## src/sv/text_console_writer_core_defines.svh

```systemverilog
// Assertion macros shared by the console writer RTL.
// Both macros disable the check while rst is high.
`ifndef TEXT_CONSOLE_WRITER_CORE_DEFINES_SVH
`define TEXT_CONSOLE_WRITER_CORE_DEFINES_SVH
`ifndef SYNTHESIS
// Same-cycle implication
`define TCW_ASSERT_IMP(label, clk, rst, ante, cons, msg) \
  label: assert property (@(posedge clk) disable iff (rst) (ante) |-> (cons)) \
    else $error(msg);
// Next-cycle implication
`define TCW_ASSERT_NXT(label, clk, rst, ante, cons, msg) \
  label: assert property (@(posedge clk) disable iff (rst) (ante) |=> (cons)) \
    else $error(msg);
`else
`define TCW_ASSERT_IMP(label, clk, rst, ante, cons, msg)
`define TCW_ASSERT_NXT(label, clk, rst, ante, cons, msg)
`endif
`endif

```

## src/sv/tcw_pkg.sv

```systemverilog
package tcw_pkg;

  // Default screen geometry
  localparam int DEF_SCREEN_ROWS = 25;
  localparam int DEF_SCREEN_COLS = 80;

  // Queue depths between input, sequencer and result side
  localparam int CMD_QUEUE_DEPTH = 2;
  localparam int RES_QUEUE_DEPTH = 2;

  // Function codes on the func port
  localparam logic [2:0] FUNC_PUT_CHAR = 3'd0;
  localparam logic [2:0] FUNC_SET_POS  = 3'd1;
  localparam logic [2:0] FUNC_END_STR  = 3'd2;
  localparam logic [2:0] FUNC_READ     = 3'd3;
  localparam logic [2:0] FUNC_CLEAR    = 3'd4;

  // Control characters
  localparam logic [7:0] CHAR_TAB     = 8'd9;
  localparam logic [7:0] CHAR_NEWLINE = 8'd10;

  // Configuration register indexes
  localparam logic REG_DEFAULT_ATTRIBUTE = 1'b0;
  localparam logic REG_TAB_WIDTH         = 1'b1;

  // Register reset values
  localparam logic [7:0] ATTR_RESET = 8'd15;
  localparam logic [3:0] TAB_RESET  = 4'd4;

  typedef enum logic [2:0] {
    OP_PUT,
    OP_SET_POS,
    OP_END_STR,
    OP_READ,
    OP_CLEAR,
    OP_NONE
  } op_t;

  typedef enum logic [1:0] {
    CK_PRINT,
    CK_TAB,
    CK_NEWLINE
  } char_kind_t;

  // Decoded command from the front end
  typedef struct packed {
    op_t        op;
    char_kind_t kind;
    logic [7:0] ch;
    logic [4:0] pos_row;
    logic [6:0] pos_col;
    logic       pos_ok;
  } cmd_t;

  // One result item
  typedef struct packed {
    logic [7:0] read_char;
    logic [7:0] read_attr;
    logic [4:0] cursor_row;
    logic [6:0] cursor_col;
    logic       scrolled;
  } res_t;

  typedef enum logic [2:0] {
    ST_INIT,
    ST_IDLE,
    ST_SCROLL,
    ST_SCROLL_END,
    ST_WIPE,
    ST_WIPE_END,
    ST_READ
  } state_t;

endpackage

```

## src/sv/tcw_fifo.sv

```systemverilog
module tcw_fifo #(
  parameter int WIDTH = 8,
  parameter int DEPTH = 2
) (
  input  logic             clk,
  input  logic             rst,
  input  logic             push,
  input  logic [WIDTH-1:0] wdata,
  input  logic             pop,
  output logic [WIDTH-1:0] rdata,
  output logic             full,
  output logic             empty
);

  localparam int PW = (DEPTH > 1) ? $clog2(DEPTH) : 1;
  localparam int NW = $clog2(DEPTH + 1);

  logic [WIDTH-1:0] mem [DEPTH];
  logic [PW-1:0]    wr_ptr;
  logic [PW-1:0]    rd_ptr;
  logic [NW-1:0]    count;
  logic             do_push;
  logic             do_pop;

  assign full    = (count == NW'(DEPTH));
  assign empty   = (count == '0);
  assign do_push = push && !full;
  assign do_pop  = pop && !empty;
  assign rdata   = mem[rd_ptr];

  // Payload storage
  always_ff @(posedge clk) begin
    if (do_push) begin
      mem[wr_ptr] <= wdata;
    end
  end

  // Pointers and fill count
  always_ff @(posedge clk) begin
    if (rst) begin
      wr_ptr <= '0;
      rd_ptr <= '0;
      count  <= '0;
    end else begin
      if (do_push) begin
        wr_ptr <= (wr_ptr == PW'(DEPTH - 1)) ? '0 : wr_ptr + 1'b1;
      end
      if (do_pop) begin
        rd_ptr <= (rd_ptr == PW'(DEPTH - 1)) ? '0 : rd_ptr + 1'b1;
      end
      case ({do_push, do_pop})
        2'b10:   count <= count + 1'b1;
        2'b01:   count <= count - 1'b1;
        default: count <= count;
      endcase
    end
  end

endmodule

```

## src/sv/tcw_front.sv

```systemverilog
module tcw_front #(
  parameter int SCREEN_ROWS = tcw_pkg::DEF_SCREEN_ROWS,
  parameter int SCREEN_COLS = tcw_pkg::DEF_SCREEN_COLS
) (
  input  logic          clk,
  input  logic          rst,
  input  logic          push,
  output logic          full,
  input  logic [2:0]    func,
  input  logic [7:0]    character,
  input  logic [4:0]    pos_row,
  input  logic [6:0]    pos_col,
  input  logic          init_busy,
  output logic          cmd_valid,
  output tcw_pkg::cmd_t cmd,
  input  logic          cmd_pop
);

  import tcw_pkg::*;

  cmd_t                   dec;
  logic                   q_full;
  logic                   q_empty;
  logic [$bits(cmd_t)-1:0] q_rdata;

  // Classify the incoming item
  always_comb begin
    dec.ch      = character;
    dec.pos_row = pos_row;
    dec.pos_col = pos_col;
    dec.pos_ok  = (32'(pos_row) < 32'(SCREEN_ROWS)) && (32'(pos_col) < 32'(SCREEN_COLS));
    case (func)
      FUNC_PUT_CHAR: dec.op = OP_PUT;
      FUNC_SET_POS:  dec.op = OP_SET_POS;
      FUNC_END_STR:  dec.op = OP_END_STR;
      FUNC_READ:     dec.op = OP_READ;
      FUNC_CLEAR:    dec.op = OP_CLEAR;
      default:       dec.op = OP_NONE;
    endcase
    case (character)
      CHAR_TAB:     dec.kind = CK_TAB;
      CHAR_NEWLINE: dec.kind = CK_NEWLINE;
      default:      dec.kind = CK_PRINT;
    endcase
  end

  // No transfers while the store is swept after reset
  assign full      = q_full || init_busy;
  assign cmd_valid = !q_empty;
  assign cmd       = cmd_t'(q_rdata);

  tcw_fifo #(
    .WIDTH ($bits(cmd_t)),
    .DEPTH (CMD_QUEUE_DEPTH)
  ) u_cmd_q (
    .clk   (clk),
    .rst   (rst),
    .push  (push && !full),
    .wdata (dec),
    .pop   (cmd_pop),
    .rdata (q_rdata),
    .full  (q_full),
    .empty (q_empty)
  );

endmodule

```

## config.mk

```make
export PLATFORM = sky130hd
export DESIGN_NAME = tcw_front
export DESIGN_NICKNAME = d
export VERILOG_FILES = /design/src/sv/text_console_writer_core_defines.svh /design/src/sv/tcw_pkg.sv /design/src/sv/tcw_fifo.sv /design/src/sv/tcw_front.sv
export SDC_FILE = /design/constraint.sdc
export NUM_CORES = 1
export LEC_CHECK = 0
export ABC_AREA = 1
export BUFFER_PORTS_ARGS = -buffer_cell sky130_fd_sc_hd__buf_2
export CORE_ASPECT_RATIO = 0.9
export CORE_UTILIZATION = 45
export CTS_CLUSTER_DIAMETER = 50
export DETAILED_ROUTE_END_ITERATION = 10
export PLACE_DENSITY = 0.76
export SYNTH_ARGS = -nofsm -noshare
export SYNTH_HDL_FRONTEND = slang
export SYNTH_SLANG_ARGS = --single-unit
```

## constraint.sdc

```tcl
create_clock -name clk -period 6.25 [get_ports clk]
set_input_delay 0.3125 -clock clk [delete_from_list [all_inputs] [get_ports clk]]
set_output_delay 0.3125 -clock clk [all_outputs]
set_load 0.1 [all_outputs]
```

==> summary.md <==
| Metric | Value |
|---|---|
| Outcome | `complete, no violations` |
| Max clock buf depth | `2` |
| Synthesized flop and latch total | `57` |
| Main synth FF type | `edfxtp_1` |
| RSZ-0062 raised after global routing | `false` |
| Max VDD drop | `~0.22 mV` |
| Max-cap violation count | `0` |
| CTS tree | `done` |
| Tcrit/Tclk final | `35.72%` |
| Die area | `between 5000 and 6000 sq um` |
| Synthesized Nets | `170` |
| Final wirelength | `around 3.6 mm` |
| Syn avg cell area | `16.49 sq um` |
| First-pass GRT wire length | `approximately 6 mm` |
| Placed cell count | `~260` |
| Clock skew | `roughly 0.0062 ns` |
| Largest net degree at the start of global routing | `27` |
| Final setup violation count | `0` |
| Initial antenna violation count | `0` |
| Starting DRT DRC Count | `41` |
| R2R depth | `4` |
| Crit Path Class | `reg2out` |
| Die W | `~78 um` |
| Crit path DAT | `around 1.9 ns` |
| Post-Layout Cell Count | `274` |
| Mux cell area share after synthesis | `between 15 and 20%` |
| DR pass1 iterations | `4` |
| Maximum clock rate | `approximately 0.45 GHz` |
| Largest family of logic cells by synthesized area | `multiplexers` |
| Crit. End Element | `output pin` |
| Tightest Pin Transition | `around 1.1 ns` |
| I/O pin cnt | `between 50 and 60` |
| Vias in the first global route | `between 1000 and 1500` |
| Syn Inst Count | `around 140` |
| H-tree Lvls | `3` |
| Slew Viols, Final | `0` |
| Hold WS | `roughly 0.18 ns` |
| Root Driver | `clkbuf_8` |
| Hold path start | `pos_col[2]` |
| Diode count | `0` |
| RePlAce Congestion | `slightly above 0.7` |
| Reg clk slew, reported paths | `about 0.06 ns` |
| Post-CTS Resized | `0` |
| Hold Violations, Final | `0` |
| # clock sinks | `57` |
| Core area | `slightly below 5000 sq um` |
| Asr flop ratio synth | `0%` |
| Total congestion overflow | `0` |
| Die Span Y | `around 70 um` |
| Initial Util | `a little under half` |
| Setup TNS | `0 ns` |
| Vias per Instance | `4.763` |
| Adder-Cell Fraction of Synth Area | `less than 1%` |
| Layout cells sized above 1 | `between 40% and 50%` |
| Static Leak | `between 1 and 1.5 nW` |
| XOR/XNOR Fraction of Synth Area | `0%` |
| DP HPWL | `around 2.4 mm` |
| Critical Path RT | `5.94 ns` |
| Cell variety after synth | `20` |
| Residual DRC | `0` |
| Seq/Total Area, Yosys | `71.47%` |
| Vias | `approximately 1300` |
| Fin crit period | `2.233 ns` |
| Post-place instance area | `around 2600 sq um` |
| Number of synthesized flops with an enable pin | `52` |
| Mapped cell area | `between 2000 and 2500 sq um` |
| WL/cell | `between 10 and 15 um` |
| Post-route ant nets | `0` |
| Worst r2r src | `u_cmd_q.count[0]` |
| Crit path launch type | `flop` |
| Crit path max fanout | `26` |
| Fillcell total | `roughly 400` |
| Hold Crit Class | `in2reg` |
| Finished layout cell area | `roughly 2800 sq um` |
| Max transition margin | `between 20% and 30%` |
| Compound-cell area share of the yosys netlist | `between 1.5 and 2%` |
| Synth Area in Simple Gates | `~6%` |
| CTS Buf Count | `9` |
| Port buffer count | `55` |
| PD cells | `367.8 nW/um^2` |
| Hold_buf cts | `0` |
| Row count | `24` |
| Pwr Total | `~1.0 mW` |
| NumNets Final | `roughly 230` |
| Synthesis Warnings | `0` |
| Clk Latency, worst-skew pair | `roughly 0.32 ns` |
| Hold path depth | `1` |
| Total Routing Usage GR | `~15%` |
| Post-CTS setup buffer count | `0` |
| Area grow syn2layout | `20.77%` |
metrics by stage:
| step | worst slack, ns | utilization, % |
|---|---|---|
| 3_3_place_gp | 4.360 | 53.89 |
| 2_1_floorplan | 4.149 | - |
| 6_report | 4.017 | 57.36 |
| 4_1_cts | 3.956 | 57.36 |
| 3_5_place_dp | 4.327 | 53.89 |
| 5_1_grt | 3.883 | 57.36 |
layout by cell type (no fill, tap or decap), drive strengths merged, types with 2 or more instances in the layout:
cell type / instances
buf: 56
clkbuf: 15
dfxtp: 5
edfxtp: 52
inv: 14
mux2: 26
nand2: 12
nand3: 2
nand4: 3
nor2: 15
o21ai: 3
state kept, by name, indices dropped and copies added, names as in the netlist, named ones only:
name,count
u_cmd_q.mem,52
u_cmd_q.count,2
u_cmd_q.wr_ptr,1
u_cmd_q.rd_ptr,1
synthesized netlist by cell type (2+ instances only):
| master | count | area share, % |
|---|---|---|
| mux2_4 | 20 | 13 |
| dfxtp_1 | 5 | 4.3 |
| nand4_1 | 3 | 0.81 |
| edfxtp_1 | 52 | 67 |
| o21ai_0 | 3 | 0.65 |
| buf_12 | 2 | 1.7 |
| inv_1 | 13 | 2.1 |
| nor2_1 | 15 | 2.4 |
| nand2_1 | 12 | 1.9 |
| mux2_2 | 6 | 2.9 |
critical path: stages, from the launching register on:
cell     delay (ns)
dfxtp_2        0.87
mux2_2         0.30
buf_2          0.42
final cells by class:
class / count / area (sq um) / area share, %
clock buffer: 15 / 166.4 / 5.927
clock inverter: 1 / 3.754 / 0.1337
inverter: 14 / 52.55 / 1.872
multi-input combinational: 66 / 558.0 / 19.88
sequential: 57 / 1663 / 59.22
tap: 65 / 81.33 / 2.897
timing repair buffer: 56 / 282.8 / 10.07
report_power, final:
group | internal (mW) | switching, mW
Clock | 0.165 | 0.125
Combinational | 0.0653 | 0.220
Sequential | 0.438 | 0.0194
Total | 0.668 | 0.364
cell families after synthesis:
kind of cell | count (synthesis)
compound gates | 6
fa+ha+maj | 1
buf+inv | 18
flops | 57
mux | 26
simple gates | 33
per-layer routing:
metal	wire length, um	GRT usage, %
met1	1446	16.37
met2	1854	25.07
met3	275	8.758
met4	32	6.289
met5	0	0
final timing paths:
| path | to | slack [ns] |
|---|---|---|
| worst min-delay path | u_cmd_q.mem[0][3] | 0.18 |
| worst min register to register | flop | 0.53 |
| worst max register to register | u_cmd_q.mem[1][19] | 4.40 |
| worst max-delay path | cmd[0] | 4.02 |
(Power assumes the default switching activity.)
